### src/hdl/encoder_position_pid_unit_defines.svh
// Assertion helpers for the encoder position PID unit.
`ifndef ENCODER_POSITION_PID_UNIT_DEFINES_SVH
`define ENCODER_POSITION_PID_UNIT_DEFINES_SVH

// Same-cycle implication, sampled on clock, off during reset.
`define EPP_ASSERT_SAME(label, ante, cons, msg) \
   label: assert property (@(posedge clock) disable iff (reset) (ante) |-> (cons)) \
      else $error(msg);

// Next-cycle implication, sampled on clock, off during reset.
`define EPP_ASSERT_NEXT(label, ante, cons, msg) \
   label: assert property (@(posedge clock) disable iff (reset) (ante) |=> (cons)) \
      else $error(msg);

`endif

### src/hdl/epp_pkg.sv
package epp_pkg;

   localparam int FRAC_BITS_DEF = 16;
   localparam int DATA_W        = 32;
   localparam int CPR_W         = 24;
   localparam int INTEG_W       = 48;
   localparam int CSR_IDX_W     = 3;
   localparam int DIV_W         = 64;
   localparam int PROD_W        = 65;
   localparam int TERM_W        = 64;

   localparam logic signed [DATA_W-1:0] SETPOINT_RST = 32'sd11796480;
   localparam logic signed [DATA_W-1:0] GAIN_P_RST   = 32'sd327680;
   localparam logic signed [DATA_W-1:0] GAIN_I_RST   = 32'sd6554;
   localparam logic signed [DATA_W-1:0] GAIN_D_RST   = 32'sd3932;
   localparam logic [CPR_W-1:0]         CPR_RST      = 24'd88064;
   localparam logic [DATA_W-1:0]        DEG_PER_REV  = 32'd360;

   typedef enum logic [CSR_IDX_W-1:0] {
      REG_SETPOINT = 3'd0,
      REG_GAIN_P   = 3'd1,
      REG_GAIN_I   = 3'd2,
      REG_GAIN_D   = 3'd3,
      REG_CPR      = 3'd4
   } csr_reg_type;

   typedef struct packed {
      logic signed [DATA_W-1:0] setpoint;
      logic signed [DATA_W-1:0] gain_p;
      logic signed [DATA_W-1:0] gain_i;
      logic signed [DATA_W-1:0] gain_d;
      logic [CPR_W-1:0]         cpr;
   } epp_cfg_type;

   typedef enum logic [4:0] {
      ST_IDLE, ST_MPOS, ST_DPOS_GO, ST_DPOS_WAIT, ST_POS, ST_ERR, ST_MP, ST_PT,
      ST_MINC, ST_INTEG, ST_MIHI, ST_IHI, ST_MILO, ST_ITERM, ST_MD, ST_DD_GO,
      ST_DD_WAIT, ST_DT, ST_FIN
   } epp_state_type;

   typedef enum logic [4:0] {
      OP_NONE, OP_LOAD, OP_MUL_POS, OP_DIV_POS, OP_POS, OP_ERR, OP_MUL_P, OP_P_TERM,
      OP_MUL_INC, OP_INTEG, OP_MUL_IHI, OP_HI, OP_MUL_ILO, OP_I_TERM, OP_MUL_D,
      OP_DIV_D, OP_D_TERM, OP_FINISH
   } epp_op_type;

   typedef struct packed {
      epp_op_type op;
      logic       out_load;
   } epp_cmd_type;

   typedef struct packed {
      logic div_busy;
      logic div_done;
      logic zero;
   } epp_status_type;

endpackage

### src/hdl/epp_controller.sv
// Step sequencer for one sample.
module epp_controller (
   input  logic                      clock,
   input  logic                      reset,
   input  logic                      req_valid,
   input  logic                      slot_free,
   input  epp_pkg::epp_status_type   status,
   output logic                      req_ready,
   output epp_pkg::epp_cmd_type      cmd
);
   epp_pkg::epp_state_type state_ff, state_in;

   always_comb begin
      state_in = state_ff;
      case (state_ff)
         epp_pkg::ST_IDLE:      if (req_valid) state_in = epp_pkg::ST_MPOS;
         epp_pkg::ST_MPOS:      state_in = epp_pkg::ST_DPOS_GO;
         epp_pkg::ST_DPOS_GO:   state_in = epp_pkg::ST_DPOS_WAIT;
         epp_pkg::ST_DPOS_WAIT: if (status.div_done) state_in = epp_pkg::ST_POS;
         epp_pkg::ST_POS:       state_in = epp_pkg::ST_ERR;
         epp_pkg::ST_ERR:       state_in = epp_pkg::ST_MP;
         epp_pkg::ST_MP:        state_in = epp_pkg::ST_PT;
         epp_pkg::ST_PT:        state_in = status.zero ? epp_pkg::ST_FIN : epp_pkg::ST_MINC;
         epp_pkg::ST_MINC:      state_in = epp_pkg::ST_INTEG;
         epp_pkg::ST_INTEG:     state_in = epp_pkg::ST_MIHI;
         epp_pkg::ST_MIHI:      state_in = epp_pkg::ST_IHI;
         epp_pkg::ST_IHI:       state_in = epp_pkg::ST_MILO;
         epp_pkg::ST_MILO:      state_in = epp_pkg::ST_ITERM;
         epp_pkg::ST_ITERM:     state_in = epp_pkg::ST_MD;
         epp_pkg::ST_MD:        state_in = epp_pkg::ST_DD_GO;
         epp_pkg::ST_DD_GO:     state_in = epp_pkg::ST_DD_WAIT;
         epp_pkg::ST_DD_WAIT:   if (status.div_done) state_in = epp_pkg::ST_DT;
         epp_pkg::ST_DT:        state_in = epp_pkg::ST_FIN;
         epp_pkg::ST_FIN:       if (slot_free) state_in = epp_pkg::ST_IDLE;
         default:               state_in = epp_pkg::ST_IDLE;
      endcase
   end

   always_comb begin
      req_ready    = 1'b0;
      cmd.op       = epp_pkg::OP_NONE;
      cmd.out_load = 1'b0;
      case (state_ff)
         epp_pkg::ST_IDLE: begin
            req_ready = 1'b1;
            if (req_valid) cmd.op = epp_pkg::OP_LOAD;
         end
         epp_pkg::ST_MPOS:    cmd.op = epp_pkg::OP_MUL_POS;
         epp_pkg::ST_DPOS_GO: cmd.op = epp_pkg::OP_DIV_POS;
         epp_pkg::ST_POS:     cmd.op = epp_pkg::OP_POS;
         epp_pkg::ST_ERR:     cmd.op = epp_pkg::OP_ERR;
         epp_pkg::ST_MP:      cmd.op = epp_pkg::OP_MUL_P;
         epp_pkg::ST_PT:      cmd.op = epp_pkg::OP_P_TERM;
         epp_pkg::ST_MINC:    cmd.op = epp_pkg::OP_MUL_INC;
         epp_pkg::ST_INTEG:   cmd.op = epp_pkg::OP_INTEG;
         epp_pkg::ST_MIHI:    cmd.op = epp_pkg::OP_MUL_IHI;
         epp_pkg::ST_IHI:     cmd.op = epp_pkg::OP_HI;
         epp_pkg::ST_MILO:    cmd.op = epp_pkg::OP_MUL_ILO;
         epp_pkg::ST_ITERM:   cmd.op = epp_pkg::OP_I_TERM;
         epp_pkg::ST_MD:      cmd.op = epp_pkg::OP_MUL_D;
         epp_pkg::ST_DD_GO:   cmd.op = epp_pkg::OP_DIV_D;
         epp_pkg::ST_DT:      cmd.op = epp_pkg::OP_D_TERM;
         epp_pkg::ST_FIN: begin
            if (slot_free) begin
               cmd.op       = epp_pkg::OP_FINISH;
               cmd.out_load = 1'b1;
            end
         end
         default: cmd.op = epp_pkg::OP_NONE;
      endcase
   end

   always_ff @(posedge clock) begin
      if (reset) begin
         state_ff <= epp_pkg::ST_IDLE;
      end else begin
         state_ff <= state_in;
      end
   end
endmodule

### config.mk
export PLATFORM = sky130hd
export DESIGN_NAME = epp_controller
export DESIGN_NICKNAME = d
export VERILOG_FILES = /design/src/hdl/encoder_position_pid_unit_defines.svh /design/src/hdl/epp_pkg.sv /design/src/hdl/epp_controller.sv
export SDC_FILE = /design/constraint.sdc
export NUM_CORES = 1
export LEC_CHECK = 0
export BUFFER_PORTS_ARGS = -buffer_cell sky130_fd_sc_hd__buf_2
export CORE_AREA = 2 2 39 41
export DETAILED_ROUTE_END_ITERATION = 8
export DIE_AREA = 0 0 41 43
export GPL_TIMING_DRIVEN = 0
export SLEW_MARGIN = 20
export SYNTH_ARGS = -nofsm -noshare
export SYNTH_HDL_FRONTEND = slang
export SYNTH_SLANG_ARGS = --single-unit
### constraint.sdc
create_clock -name clock -period 1.9 [get_ports clock]
set_input_delay 0.57 -clock clock [delete_from_list [all_inputs] [get_ports clock]]
set_output_delay 0.57 -clock clock [all_outputs]
set_load 0.03 [all_outputs]
# [After elaboration in Yosys (flattened, before gate mapping)]
# Index checks and enable logic that the tools add are counted.
# Widths: inputs -> output; s select.
[word_totals] ff_bits=5 ram_bits=0 n_memories=0 inputBits=7 rom_bits=0 latchBits=0
[classes] mux=11 n_mul=0 shifts=0 n_eq_ne=22 bitwise=0 reduce_logical=2 div_mod_pow=0 addsub=0 n_lt_le_gt_ge=0
[op_table] operator="$pmux 5 s19" n=1
[op_table] operator="$pmux 5 s17" n=1
[op_table] operator="$eq 5x4->1 const B" n=8
[op_table] operator="$mux 5" n=5
[op_table] operator="$eq 5x3->1 const B" n=4
[op_table] operator="$eq 5x5->1 const B" n=3
[op_table] operator="$eq 5x2->1 const B" n=2
[op_table] operator="$ne 2x2->1 const B" n=4
[op_table] operator="$mux 6" n=1
[op_table] operator="$eq 5x1->1 const B" n=1
[op_table] operator="$logic_not 5->1" n=1
[op_table] operator="$reduce_and 4->1" n=1
[op_table] operator="$mux 1" n=3

# [Longest topological paths before layout]
[logic_depth] ltp_word=3 mapped_depth=5

# [Worst setup path after synthesis]
# No wires, ideal clock.
[synth_timing] path_type="reg2out" startpoint="reg state_ff[2]" endpoint="out cmd[0] (netlist bit)" path_buffers=1 path_stages_with_launch=4 path_slack_ns=-0.212 t_arrival_ns=1.542 cell_sequence="dfxtp_1 -> buf_2 -> or3_4 -> nor3_1"
[synth_lines] item="from (decl)" line="epp_controller.sv:11" rtl="epp_pkg::epp_state_type state_ff, state_in;"
[synth_lines] item="from (signal assigned)" line="epp_controller.sv:75" rtl="state_ff <= epp_pkg::ST_IDLE;"
[synth_lines] item="from (signal assigned)" line="epp_controller.sv:77" rtl="state_ff <= state_in;"
[synth_lines] item="to (decl)" line="epp_controller.sv:9" rtl="output epp_pkg::epp_cmd_type cmd"

==> flow_summary.toml <==
[power_and_ir_drop]
power.leakage_nw = 0.261
peakVddDrop_mv = 0.432
pwr_density_cell_nw_per_um2 = 946

[timing]
fin_ws_ns = -0.00280
hold_viol = 0
post-route-period-util_pct = 100
max_freq_mhz = 526
finClkSkew_ns = 0.00226
max_slew_margin_pct = 70.6
layout_min_cycle_time_ns = 1.90
worst_slew_pin_slew_ns = 0.438
whs_ns = 0.553
slew_violations = 0
rsz0062_at_grt = "true"
finalSetupViolCount = 1

[logic_synthesis]
synth.mux.area_fraction_pct = 4.60
synthCells = 58
syn_area_per_cell_um2 = 7.51
synthSimpleGateAreaFrac_pct = 35.6
syn-num-nets = 65
synth_xor_area_share_pct = 4.02
synthesis.area_um2 = 435
synth_compound_area_share_pct = 24.4
ys_seq_elements = 5
yosysUniqueCellTypes = 28
synth-seq-area-share_pct = 23.0
synth_top_family_by_area = "simple AND/OR/NAND/NOR gates"
yosysWarnings = 0
synthAdderAreaFrac_pct = 0

[drt]
viasPerCell = 5.23
wl_um = 1100
drc = 0
post_drt_wl_per_cell_um = 12.1
drtIter0Drc = 2
vias = 476
first_pass_iters = 2
ant_nets = 0

[floorplan]
die_x_um = 41
die_h_um = 43
start_util_pct = 31.5
core-area_um2 = 1380
dieArea_um2 = 1760
io_pins = 14
fp-row-count = 14

[global_route]
grt-ovfl-total = 0
antenna_found_initial = 0
grt.total_usage_pct = 13.8
grt_max_degree = 11
grt_pass1_vias = 421
grt_pass1_wl_um = 1710

[layout]
largest_reg_flops = 5
antenna_cells = 0
top_regs = "state_ff: 5 flops"
final_cell_mix = "buf_2, buf_4, nand2_1, nor2_1"
final_area_um2 = 624
final_nets = 83
regMostFlops = "state_ff"
fin_util_pct = 45.1
drive_above_1_share_pct = 45.3
area_delta_synth_final_pct = 43.4
layout_commonest_cell = "buf_2"

[cts]
path_clk_slew_ns = 0.04
cts_tree = "built"
clock_latency_ns = 0.23
cts_sinks = 5
cts_root_buf = "clkbuf_4"
cts_made_buffers = 3
cts.path.max_buffers = 2
cts_max_level = 1

[worst_hold_path]
hp-start = "reset"
min_path_cells = 2
min_delay_worst_endpoint = "state_ff[3]"
min_path_type = "in -> reg"

[placed_design]
portBuffers = 12
post-place-ws_ns = 0.0182
gp_congestion = 0.727
dpl_cell_area_um2 = 532
dp.final_hpwl_um = 808

[setup_path]
setup.worst_path.start_class = "register"
crit_buf_inv = 1
worstPathMaxFanout = 5
cpPeakStageDelay_ns = 0.42
path_class = "reg -> out"
critical_path.slowest_cell = "or3_4"
r2r-start = "state_ff[2]"
worst_ep_arrival_time_ns = 1.33
cp.required_ns = 1.33
r2r_slack_ns = 0.54
r2r-end = "state_ff[4]"
path_cells = "or3_4 -> o22ai_2 -> buf_6"
crit_path_end_kind = "primary output"
reg2reg_depth = 4
cp_top_family = "simple AND/OR/NAND/NOR gates"

[status]
violations = "negative setup slack"
status = "complete, but fails checks"

[run]
drv_cap = 0
## layer usage
metal	global-route usage, %	wire, um
met2	23.8	538
met5	0	0
met4	2.00	0
met3	4.71	33
met1	15.8	531
## through the flow
step	TNS [ns]	power, mW	instances
after floorplan	0	0.364	58
after global routing	-0.0631	0.631	91
final	-0.00280	0.591	91
after CTS	-0.0185	0.581	90
after detailed placement	0	0.428	86
after global placement	0	0.424	86
## cell families (layout without fill, tap and decap cells)
group,Yosys count,after routing
simple gates,29,29
compound gates,12,12
buf+inv,8,25
flops,5,5
xor+xnor,2,2
mux,2,2
## synthesized netlist by cell type
master / number / share of area, %
a21oi_1: 3 / 3.4
a22oi_1: 1 / 1.7
a32o_1: 1 / 2.3
and2b_1: 1 / 1.7
and3_1: 2 / 2.9
buf_2: 5 / 5.7
dfxtp_1: 5 / 23
inv_1: 2 / 1.7
inv_2: 1 / 0.86
mux2i_1: 2 / 4.6
nand2_1: 5 / 4.3
nand2b_1: 2 / 2.9
nand3_1: 1 / 1.1
nand4b_1: 1 / 2.0
nor2_1: 6 / 5.2
nor2b_1: 1 / 1.4
nor3_1: 6 / 6.9
nor3b_1: 1 / 1.7
nor4_1: 1 / 1.4
o21a_1: 1 / 1.7
o221ai_1: 2 / 4.0
o22ai_1: 2 / 2.9
o2bb2ai_4: 1 / 6.3
o41ai_1: 1 / 2.0
or3_1: 1 / 1.4
or3_4: 1 / 2.6
xnor2_1: 1 / 2.0
xor2_1: 1 / 2.0
## cell type report
type	count	area (um^2)
Buffer	2	22.5
Tap cell	16	20.0
Multi-Input combinational cell	45	323
Sequential cell	5	111
Fill cell	149	759
Clock buffer	4	26.3
Timing Repair Buffer	16	110
Inverter	3	11.3
## worst max path at each step
stage,start,end,slack (ns),depth (start not counted)
after floorplan,state_ff[2],cmd[0],0.03,3
after detailed placement,slot_free,cmd[1],0.02,5
after global routing,state_ff[2],cmd[1],-0.04,3
final,state_ff[2],cmd[1],-0.003,3
after CTS,state_ff[3],cmd[0],-0.01,3
after global placement,slot_free,cmd[1],0.07,5
## what timing repair did
action / CTS / global route
gates resized for setup: 16 / 5
pin swaps: 2 / 2
setup endpoints to repair: 5 / 5
setup buffers: 3 / 1
hold buffers: 0 / 0
## power by group
| part | internal [mW] | total (mW) | leakage [nW] | switching, mW |
|---|---|---|---|---|
| Sequential | 0.121 | 0.148 | 0.0435 | 0.0271 |
| Clock | 0.0788 | 0.114 | 0.0150 | 0.0349 |
| Combinational | 0.150 | 0.329 | 0.203 | 0.179 |
| Total | 0.350 | 0.591 | 0.261 | 0.241 |
Note: power is estimated with default switching activity, not from simulation.
